==> src/gbrf_pkg.sv <==
// Package: shared constants, codes and types for the GPIO bank register file.
package gbrf_pkg;

  localparam int unsigned NUM_PAIRS_DEF = 5;

  localparam logic [31:0] BANK_BASE    = 32'h01E2_6000;
  localparam logic [31:0] WINDOW_START = 32'h0000_0010;
  localparam int unsigned PAIR_STRIDE  = 40;

  localparam int unsigned OFFS_DIR = 0;
  localparam int unsigned OFFS_OUT = 4;
  localparam int unsigned OFFS_SET = 8;
  localparam int unsigned OFFS_CLR = 12;
  localparam int unsigned OFFS_IN  = 16;

  localparam int unsigned CMD_PAIR     = 2;
  localparam int unsigned CMD_PIN0_BIT = 5;
  localparam int unsigned CMD_PIN1_BIT = 2;

  localparam logic [31:0] ALL_ONES = 32'hFFFF_FFFF;

  typedef enum logic [1:0] {
    KIND_READ  = 2'd0,
    KIND_WRITE = 2'd1,
    KIND_CMD   = 2'd2,
    KIND_NONE  = 2'd3
  } kind_t;

  typedef enum logic [2:0] {
    REG_DIR,
    REG_OUT,
    REG_SET,
    REG_CLR,
    REG_IN,
    REG_OTHER
  } reg_sel_t;

  typedef struct packed {
    logic     hit;
    reg_sel_t sel;
  } dec_t;

endpackage

==> src/gpio_bank_register_file_top.sv <==
// Top level: GPIO bank register file with input and result word registers.
//
// Takes one word per cycle while the output is not stalled and returns one
// result word per input word: the input word is registered, then decoded and
// applied to the pair registers as it enters the output register, where its
// result sits until taken. A stalled output holds at most one word in the
// input register before in_ready drops. Reads and writes that fall outside
// the pair window, command pin updates and kind three return read_data 0 with
// hit 0. Direction resets to all ones (every pin an input), outputs to zero.
module gpio_bank_register_file_top
  import gbrf_pkg::*;
#(
  parameter int unsigned NUM_PAIRS = NUM_PAIRS_DEF
) (
  input  logic        clk,
  input  logic        rst_n,
  input  logic        in_valid,
  output logic        in_ready,
  input  logic [1:0]  in_kind,
  input  logic [31:0] in_address,
  input  logic [31:0] in_write_data,
  input  logic [1:0]  in_command_bits,
  output logic        out_valid,
  input  logic        out_ready,
  output logic [31:0] out_read_data,
  output logic        out_hit
);

  localparam int unsigned PAIR_W = (NUM_PAIRS > 1) ? $clog2(NUM_PAIRS) : 1;

  logic              s1_v_r;
  logic [1:0]        s1_kind_r;
  logic [31:0]       s1_addr_r;
  logic [31:0]       s1_data_r;
  logic [1:0]        s1_cmd_r;
  logic              adv;
  logic              out_valid_r;
  logic [31:0]       out_read_data_r;
  logic              out_hit_r;
  dec_t              dec;
  logic [PAIR_W-1:0] pair;
  logic [31:0]       rd_data;

  assign adv      = !out_valid_r || out_ready;
  assign in_ready = !s1_v_r || adv;

  always_ff @(posedge clk) begin
    if (!rst_n) begin
      s1_v_r <= 1'b0;
    end else if (in_ready) begin
      s1_v_r <= in_valid;
    end
  end

  always_ff @(posedge clk) begin
    if (in_valid && in_ready) begin
      s1_kind_r <= in_kind;
      s1_addr_r <= in_address;
      s1_data_r <= in_write_data;
      s1_cmd_r  <= in_command_bits;
    end
  end

  gbrf_decode #(
    .NUM_PAIRS(NUM_PAIRS),
    .PAIR_W   (PAIR_W)
  ) u_decode (
    .kind   (s1_kind_r),
    .address(s1_addr_r),
    .dec    (dec),
    .pair   (pair)
  );

  gbrf_regs #(
    .NUM_PAIRS(NUM_PAIRS),
    .PAIR_W   (PAIR_W)
  ) u_regs (
    .clk     (clk),
    .rst_n   (rst_n),
    .en      (s1_v_r && adv),
    .kind    (s1_kind_r),
    .dec     (dec),
    .pair    (pair),
    .wdata   (s1_data_r),
    .cmd_bits(s1_cmd_r),
    .rd_data (rd_data)
  );

  always_ff @(posedge clk) begin
    if (!rst_n) begin
      out_valid_r <= 1'b0;
    end else if (adv) begin
      out_valid_r <= s1_v_r;
    end
  end

  always_ff @(posedge clk) begin
    if (s1_v_r && adv) begin
      out_read_data_r <= rd_data;
      out_hit_r       <= dec.hit;
    end
  end

  assign out_valid     = out_valid_r;
  assign out_read_data = out_read_data_r;
  assign out_hit       = out_hit_r;

  a_miss_zero: assert property (@(posedge clk) disable iff (!rst_n)
    out_valid_r && !out_hit_r |-> out_read_data_r == '0)
    else $error("miss with non-zero read data");

  a_s1_hold: assert property (@(posedge clk) disable iff (!rst_n)
    s1_v_r && !adv |=> s1_v_r && $stable(s1_addr_r) && $stable(s1_kind_r))
    else $error("input word lost while output stalled");

endmodule

==> src/gbrf_decode.sv <==
// Address decoder: window check, pair index and register select.
module gbrf_decode
  import gbrf_pkg::*;
#(
  parameter int unsigned NUM_PAIRS = NUM_PAIRS_DEF,
  parameter int unsigned PAIR_W    = (NUM_PAIRS > 1) ? $clog2(NUM_PAIRS) : 1
) (
  input  logic [1:0]        kind,
  input  logic [31:0]       address,
  output dec_t              dec,
  output logic [PAIR_W-1:0] pair
);

  localparam int unsigned SPAN  = NUM_PAIRS * PAIR_STRIDE;
  localparam int unsigned REL_W = $clog2(SPAN);
  localparam logic [31:0] LO    = BANK_BASE + WINDOW_START;

  logic [31:0]      rel;
  logic             in_win;
  logic [REL_W-1:0] offs;

  assign rel    = address - LO;
  assign in_win = (address >= LO) && (rel < 32'(SPAN));

  always_comb begin
    pair = '0;
    offs = '0;
    for (int p = 0; p < NUM_PAIRS; p++) begin
      if ((rel[REL_W-1:0] >= REL_W'(p * PAIR_STRIDE)) &&
          (rel[REL_W-1:0] <  REL_W'((p + 1) * PAIR_STRIDE))) begin
        pair = PAIR_W'(p);
        offs = rel[REL_W-1:0] - REL_W'(p * PAIR_STRIDE);
      end
    end
  end

  always_comb begin
    dec.hit = in_win && ((kind == KIND_READ) || (kind == KIND_WRITE));
    if (offs == REL_W'(OFFS_DIR))      dec.sel = REG_DIR;
    else if (offs == REL_W'(OFFS_OUT)) dec.sel = REG_OUT;
    else if (offs == REL_W'(OFFS_SET)) dec.sel = REG_SET;
    else if (offs == REL_W'(OFFS_CLR)) dec.sel = REG_CLR;
    else if (offs == REL_W'(OFFS_IN))  dec.sel = REG_IN;
    else                               dec.sel = REG_OTHER;
  end

endmodule

==> src/gbrf_regs.sv <==
// Register store: direction, output and command pin levels, with read mux.
module gbrf_regs
  import gbrf_pkg::*;
#(
  parameter int unsigned NUM_PAIRS = NUM_PAIRS_DEF,
  parameter int unsigned PAIR_W    = (NUM_PAIRS > 1) ? $clog2(NUM_PAIRS) : 1
) (
  input  logic              clk,
  input  logic              rst_n,
  input  logic              en,
  input  logic [1:0]        kind,
  input  dec_t              dec,
  input  logic [PAIR_W-1:0] pair,
  input  logic [31:0]       wdata,
  input  logic [1:0]        cmd_bits,
  output logic [31:0]       rd_data
);

  logic [31:0] dir_r [NUM_PAIRS];
  logic [31:0] out_r [NUM_PAIRS];
  logic [31:0] ext_word;
  logic        wr_en;

  assign wr_en = en && dec.hit && (kind == KIND_WRITE);

  always_ff @(posedge clk) begin
    if (!rst_n) begin
      for (int p = 0; p < NUM_PAIRS; p++) begin
        dir_r[p] <= ALL_ONES;
        out_r[p] <= '0;
      end
    end else if (wr_en) begin
      for (int p = 0; p < NUM_PAIRS; p++) begin
        if (pair == PAIR_W'(p)) begin
          case (dec.sel)
            REG_DIR: dir_r[p] <= wdata;
            REG_OUT: out_r[p] <= wdata;
            REG_SET: out_r[p] <= out_r[p] | wdata;
            REG_CLR: out_r[p] <= out_r[p] & ~wdata;
            default: ;
          endcase
        end
      end
    end
  end

  // only pins 5 and 2 of the command pair ever leave zero
  generate
    if (NUM_PAIRS > CMD_PAIR) begin : g_cmd
      logic [1:0] cmd_lvl_r;

      always_ff @(posedge clk) begin
        if (!rst_n) begin
          cmd_lvl_r <= '0;
        end else if (en && (kind == KIND_CMD)) begin
          cmd_lvl_r <= cmd_bits;
        end
      end

      always_comb begin
        ext_word = '0;
        if (pair == PAIR_W'(CMD_PAIR)) begin
          ext_word[CMD_PIN0_BIT] = cmd_lvl_r[0];
          ext_word[CMD_PIN1_BIT] = cmd_lvl_r[1];
        end
      end

      a_cmd_load: assert property (@(posedge clk) disable iff (!rst_n)
        en && (kind == KIND_CMD) |=> cmd_lvl_r == $past(cmd_bits))
        else $error("command pin levels not loaded");
    end else begin : g_no_cmd
      assign ext_word = '0;
    end
  endgenerate

  always_comb begin
    rd_data = '0;
    if (dec.hit && (kind == KIND_READ)) begin
      unique case (dec.sel)
        REG_DIR: rd_data = dir_r[pair];
        REG_OUT: rd_data = out_r[pair];
        REG_IN:  rd_data = (ext_word & dir_r[pair]) | (out_r[pair] & ~dir_r[pair]);
        default: rd_data = '0;
      endcase
    end
  end

  a_dir_write: assert property (@(posedge clk) disable iff (!rst_n)
    wr_en && (dec.sel == REG_DIR) |=> dir_r[$past(pair)] == $past(wdata))
    else $error("direction write lost");

endmodule

==> config.mk <==
export PLATFORM = sky130hd
export DESIGN_NAME = gpio_bank_register_file_top
export DESIGN_NICKNAME = d
export VERILOG_FILES = /design/src/gbrf_pkg.sv /design/src/gpio_bank_register_file_top.sv /design/src/gbrf_decode.sv /design/src/gbrf_regs.sv
export SDC_FILE = /design/constraint.sdc
export NUM_CORES = 1
export LEC_CHECK = 0
export BUFFER_PORTS_ARGS = -buffer_cell sky130_fd_sc_hd__buf_4
export CORE_MARGIN = 3
export CORE_UTILIZATION = 55
export CTS_BUF_LIST = sky130_fd_sc_hd__clkbuf_16
export CTS_CLUSTER_SIZE = 14
export DETAILED_ROUTE_END_ITERATION = 12
export PLACE_DENSITY = 0.78
export SETUP_SLACK_MARGIN = 0.5
export SLEW_MARGIN = 10
export SYNTH_ARGS = -nofsm -noshare
export SYNTH_HDL_FRONTEND = slang
export SYNTH_HIERARCHICAL = 1
export SYNTH_SLANG_ARGS = --single-unit
==> constraint.sdc <==
create_clock -name clk -period 9.6 [get_ports clk]
set_input_delay 0.96 -clock clk [delete_from_list [all_inputs] [get_ports clk]]
set_output_delay 0.96 -clock clk [all_outputs]
set_load 0.02 [all_outputs]
After elaboration in Yosys (flattened, before gate mapping):

Memories as Yosys holds them, arrays and structs flattened.
Index checks and enable logic that the tools add are counted.
Widths: inputs -> output; s select.

* output and inout port bits: 35
* ROM bits: 0
* bits in latches: 0
* register bits: 105
* RAM bits: 320
* memories: 2
* input port bits: 72

Memory list
* u_regs.dir_r: depth 5, width 32, read ports 1, clocked after Yosys merged registers in 0, write ports 5, RTL line gbrf_regs.sv:19 `logic [31:0] dir_r [NUM_PAIRS];`
* u_regs.out_r: depth 5, width 32, read ports 6, clocked after Yosys merged registers in 0, write ports 5, RTL line gbrf_regs.sv:20 `logic [31:0] out_r [NUM_PAIRS];`

* bitwise logic cells: 35
* $mul: 0
* $lt $le $gt $ge: 12
* reduce and logical (&&, ||, !) cells: 22
* equality and inequality tests: 14
* div/mod/pow operators: 0
* shift-type cells: 0
* $add $sub $neg: 5
* multiplexer cells: 122

Operators by type and width (count)
* $mux 32: 20
* $and 32x32->32: 6
* $or 32x32->32: 6
* $pmux 32 s3: 1
* $mux 1: 89
* $not 32->32: 2
* $mux 8: 5
* $and 6x32->32: 1
* $ge 32x25->1 const B: 1
* $lt 32x8->1 const B: 1
* $sub 32x25->32 const B: 1
* $or 1x1->1: 20
* $eq 8x4->1 const B: 2
* $ge 8x7->1 const B: 2
* $lt 8x7->1 const B: 2
* $lt 8x8->1 const B: 2
* $sub 8x7->8 const B: 2
* $mux 3: 5
* $logic_and 1x1->1: 13
* $eq 3x2->1 const B: 4
* $eq 8x3->1 const B: 1
* $eq 8x5->1 const B: 1
* $ge 8x1->1 const B: 1
* $ge 8x6->1 const B: 1
* other kinds (14): 21

Longest topological paths before layout:

* depth in word-level cells: 23
* depth in mapped cells: 20
* gate-level depth less buffers: 16

Cells and area by module:

The synthesis kept the hierarchy.

Modules (own cells, without submodules)
* gbrf_regs: instances 1, cells an instance 1298, area an instance 16916.2 sq um, sequential area each 9649.3 sq um
* gpio_bank_register_file_top: instances 1, cells an instance 110, area an instance 3136.8 sq um, sequential area each 3072.9 sq um
* gbrf_decode: instances 1, cells an instance 174, area an instance 1206.2 sq um, sequential area each 0.0 sq um

Least setup slack after synthesis:

No wires, ideal clock.

* path type: register to register
* start point: register s1_addr_r[4]
* end point: memory u_regs.out_r[2][0], enable pin
* clock period less this slack: 6.643 ns
* cell stages (with the launch flop): 15
* required time: 9.134 ns
* buffers on the path: 2
* arrival: 6.177 ns
* setup slack: 2.957 ns
* library setup time: 0.466 ns
* cell sequence: edfxtp_1 > buf_6 > inv_1 > ha_1 > nor4b_1 > nand2_1 > a2111oi_0 > xor2_1 > or3_2 > a2111oi_2 > and4_1 > or3b_4 > or3_1 > buf_2 > o21ai_0

RTL lines
* from (decl): RTL line gpio_bank_register_file_top.sv:33 `logic [31:0] s1_addr_r;`
* from (signal assigned): RTL line gpio_bank_register_file_top.sv:58 `s1_addr_r <= in_address;`
* to (decl): RTL line gbrf_regs.sv:20

==> impl_metrics.toml <==
[cells_and_area]
number_of_nets_in_the_finished_design = 1710
drive_gt1_frac = 0.2774
utilization = 0.6264
area_delta_synth_final_pct = 11.50
antenna_cells = 0

[timing]
final.setup.worst_slack_ps = 3024
finClkSkew_ps = 20.70
min_period_ps = 6576
fin_setup_tns_ps = 0
final.period_utilization = 0.6850
max_freq_mhz = 152.1
rsz_0062_raised_after_global_routing = "false"
worst_slew_margin_rel = 0.1877
finalSetupViolations = 0
timing_worst_slew_pin_value_ps = 1217
report.final.hold_viol_count = 0
finalMaxSlewViolations = 0

[global_routing]
pin_count_of_the_biggest_net_entering_global_routing = 129
globalRouteOverflowTotal = 0
groute.usage.overall = 0.2380
antenna_found_initial = 0
first_global_vias = 13570
grt_first_pass_wirelength_mm = 76.25

[floorplan]
floorplan.die.width_um = 202.6
fp-row-count = 71
die_y_um = 202.6
num_io_pins = 107
floorplan.core_area_um2 = 37840
initial_core_util = 0.5618
floorplan.die_area_um2 = 41050

[cts]
clkTransAtPathRegs_ps = 60
cts_made_buffers = 45
cts_tree = "yes"
ctsHoldBuffers = 0
tritoncts_num_sinks = 425
cts_resized = 0
clock_insertion_delay_worst_skew_ps = 600
cts_post_setup_buffers_inserted = 0
cts_max_path_buffers = 3
clk_root_buffer_cell = "clkbuf_16"
ctsHtreeMaxLevel = 2

[pwr]
totalPowerFinal_uw = 4281
share_comb_of_total_power = 0.107
power_per_cell_area_nw_per_um2 = 180.6
p_int_uw = 3225
p_sw_frac = 0.2466
power.static_leakage_uw = 0.008056
vdd_drop_max_v = 0.0001261
total_switching_power_uw = 1055
seq_power_share = 0.503
p_clk_frac = 0.390

[logic_synthesis]
synth_top_area_share = 0.5947
portion_of_the_post_synthesis_area_used_by_sequential_elements = 0.5984
synthDominantAreaCellType = "edfxtp_1"
ys_seq_elements = 425
syn-cell-area_um2 = 21260
yosysWarningCount = 6
synthesis.area_per_instance_um2 = 13.44
number_of_enable_flip_flop_cells_after_synthesis = 421
yosys-top-cells-area = "edfxtp_1 59%, nand3b_1 4.7%, a21oi_2 4.2%, mux4_2 4.0%, nand2_1 2.5%"
netlist-cell-type-count = 87
synth_async_sr_flop_share = 0
syn_inst_count = 1582
number_of_nets_in_the_synthesized_netlist = 1666
top_flip_flop_cell_by_instance_count_after_synthesis = "edfxtp_1"

[critical_path]
worstPathMaxFanout = 48
cpMaxStageDelayCell = "or4_1"
crit_path_end_kind = "flip-flop"
setup.worst_path.start_class = "flip-flop"
worst_path_most_repeated_cell = "inv_1"
critPathArrivalTime_ps = 6920
path_cells = "inv_1 -> ha_1 -> xnor2_1 -> ha_1 -> nand2_1 -> o211ai_1 -> nand3_1 -> inv_1 -> buf_4 -> a211oi_1 -> o41ai_1 -> nand3_1 -> nor2_1 -> inv_1 -> or4_1 -> o21a_1"
worstPathRequired_ps = 9950
worstRegToRegCells = 16
cp_slowest_stage_delay_ps = 1090
critPathKind = "reg2reg"

[place]
numPortBuffers = 106
post-dp-hpwl_mm = 29.35
dpl_worst_slack_ps = 3166
routabilityCongestion = 0.8273

[drt]
drt_initial_violations = 1409
drt_drc_violations_left = 0
via_count = 13440
route.detailed.wl_per_inst_um = 22.71
firstDrtPassIters = 6
ant_nets = 0
vias_per_cell = 6.183
finalWirelength_mm = 49.35

[outcome]
outcome = "finished clean"

[min_path]
hp-class = "reg2reg"
min_delay_path_depth = 2

[job]
maxCapViolations = 0
-- through the flow --
stage	instances	hold slack, ps	area, um2
2_1_floorplan	1582	474.7	21260
3_3_place_gp	2090	489.6	22280
3_5_place_dp	2090	503.0	22280
4_1_cts	2173	515.3	23700
5_1_grt	2173	522.3	23700
6_report	2173	511.7	23700
-- state kept, by name, indices dropped and copies added, names as in the netlist, 2 cells and up, named ones only --
name                    cells
u_regs/g_cmd.cmd_lvl_r      2
u_regs/dir_r              160
u_regs/out_r              128
s1_data_r                  32
s1_addr_r                  32
s1_kind_r                   2
out_read_data              32
s1_cmd_r                    2
-- worst paths after layout --
check,start,to,slack (ps)
setup / recovery,s1_addr_r[4],flip-flop,3020
setup reg to reg,s1_addr_r[4],flip-flop,3020
hold reg to reg,s1_cmd_r[1],u_regs/g_cmd.cmd_lvl_r[1],510
hold / removal,s1_cmd_r[1],u_regs/g_cmd.cmd_lvl_r[1],510
-- layout by cell type, fill, tap and decap left out, types with 43 or more instances in the layout --
cell type	count
edfxtp_1	421
nand2_1	141
buf_4	135
nand3b_1	134
a21oi_2	101
or2_2	60
clkbuf_16	45
a21oi_1	45
mux2i_1	45
inv_1	43
-- cell type report --
type                            count  area, um2
Fill cell                        2871      14140
Clock buffer                       45       1126
Multi-Input combinational cell    980       7737
Clock inverter                     38      302.8
Inverter                           38      142.6
Timing Repair Buffer              136       1033
Sequential cell                   425      12720
Tap cell                          511      639.4
-- cell usage after synthesis, types with 15 or more instances --
library cell  count
edfxtp_1        421
nand2_1         141
nand3b_1        134
a21oi_2         101
clkbuf_1         70
or2_2            60
a21oi_1          48
mux2i_1          45
buf_2            40
and2_1           39
inv_1            38
mux4_2           38
o21a_1           34
nor2b_1          30
and3_1           25
a222oi_1         24
a21boi_0         23
a221o_1          23
mux2_2           23
o21ai_0          23
nor3_1           15
-- cells by family (layout without fill, tap and decap cells) --
group,Yosys count,after routing,share of synthesized area
simple gates,528,528,0.1519
xor+xnor,6,6,0.003119
flops,425,425,0.5984
compound gates,328,328,0.1209
fa+ha+maj,12,12,0.007062
mux,106,106,0.07363
buf+inv,177,257,0.04496
-- power groups by stage --
| stage | sequential (uW) | clock [uW] | combinational, uW |
|---|---|---|---|
| after floorplan | 2170 | 0 | 306 |
| after global placement | 2190 | 0 | 445 |
| after detailed placement | 2190 | 0 | 451 |
| after CTS | 2150 | 1700 | 454 |
| after global routing | 2160 | 1780 | 486 |
| final | 2150 | 1670 | 458 |
-- critical path: cells and delay by family, from the launching register on --
kind,cells,cell delay (ps)
DFF,1,640
and+or+nand+nor,5,2060
adders and majority gates,2,770
AOI/OAI and AO/OA,4,1090
buffers and inverters,4,1180
xor gates and xnor gates,1,590
-- per-layer routing --
layer | share of wire | global-route usage | vias to the layer above | wire [um]
met1 | 0.43 | 0.3443 | 6618 | 21040
met4 | 0.019 | 0.06780 | 0 | 947
li1 | - | - | 6111 | -
met3 | 0.090 | 0.04056 | 80 | 4444
met5 | 0 | 0 | - | 0
met2 | 0.46 | 0.3765 | 626 | 22920
No activity file was read; power rests on OpenSTA's default activity.
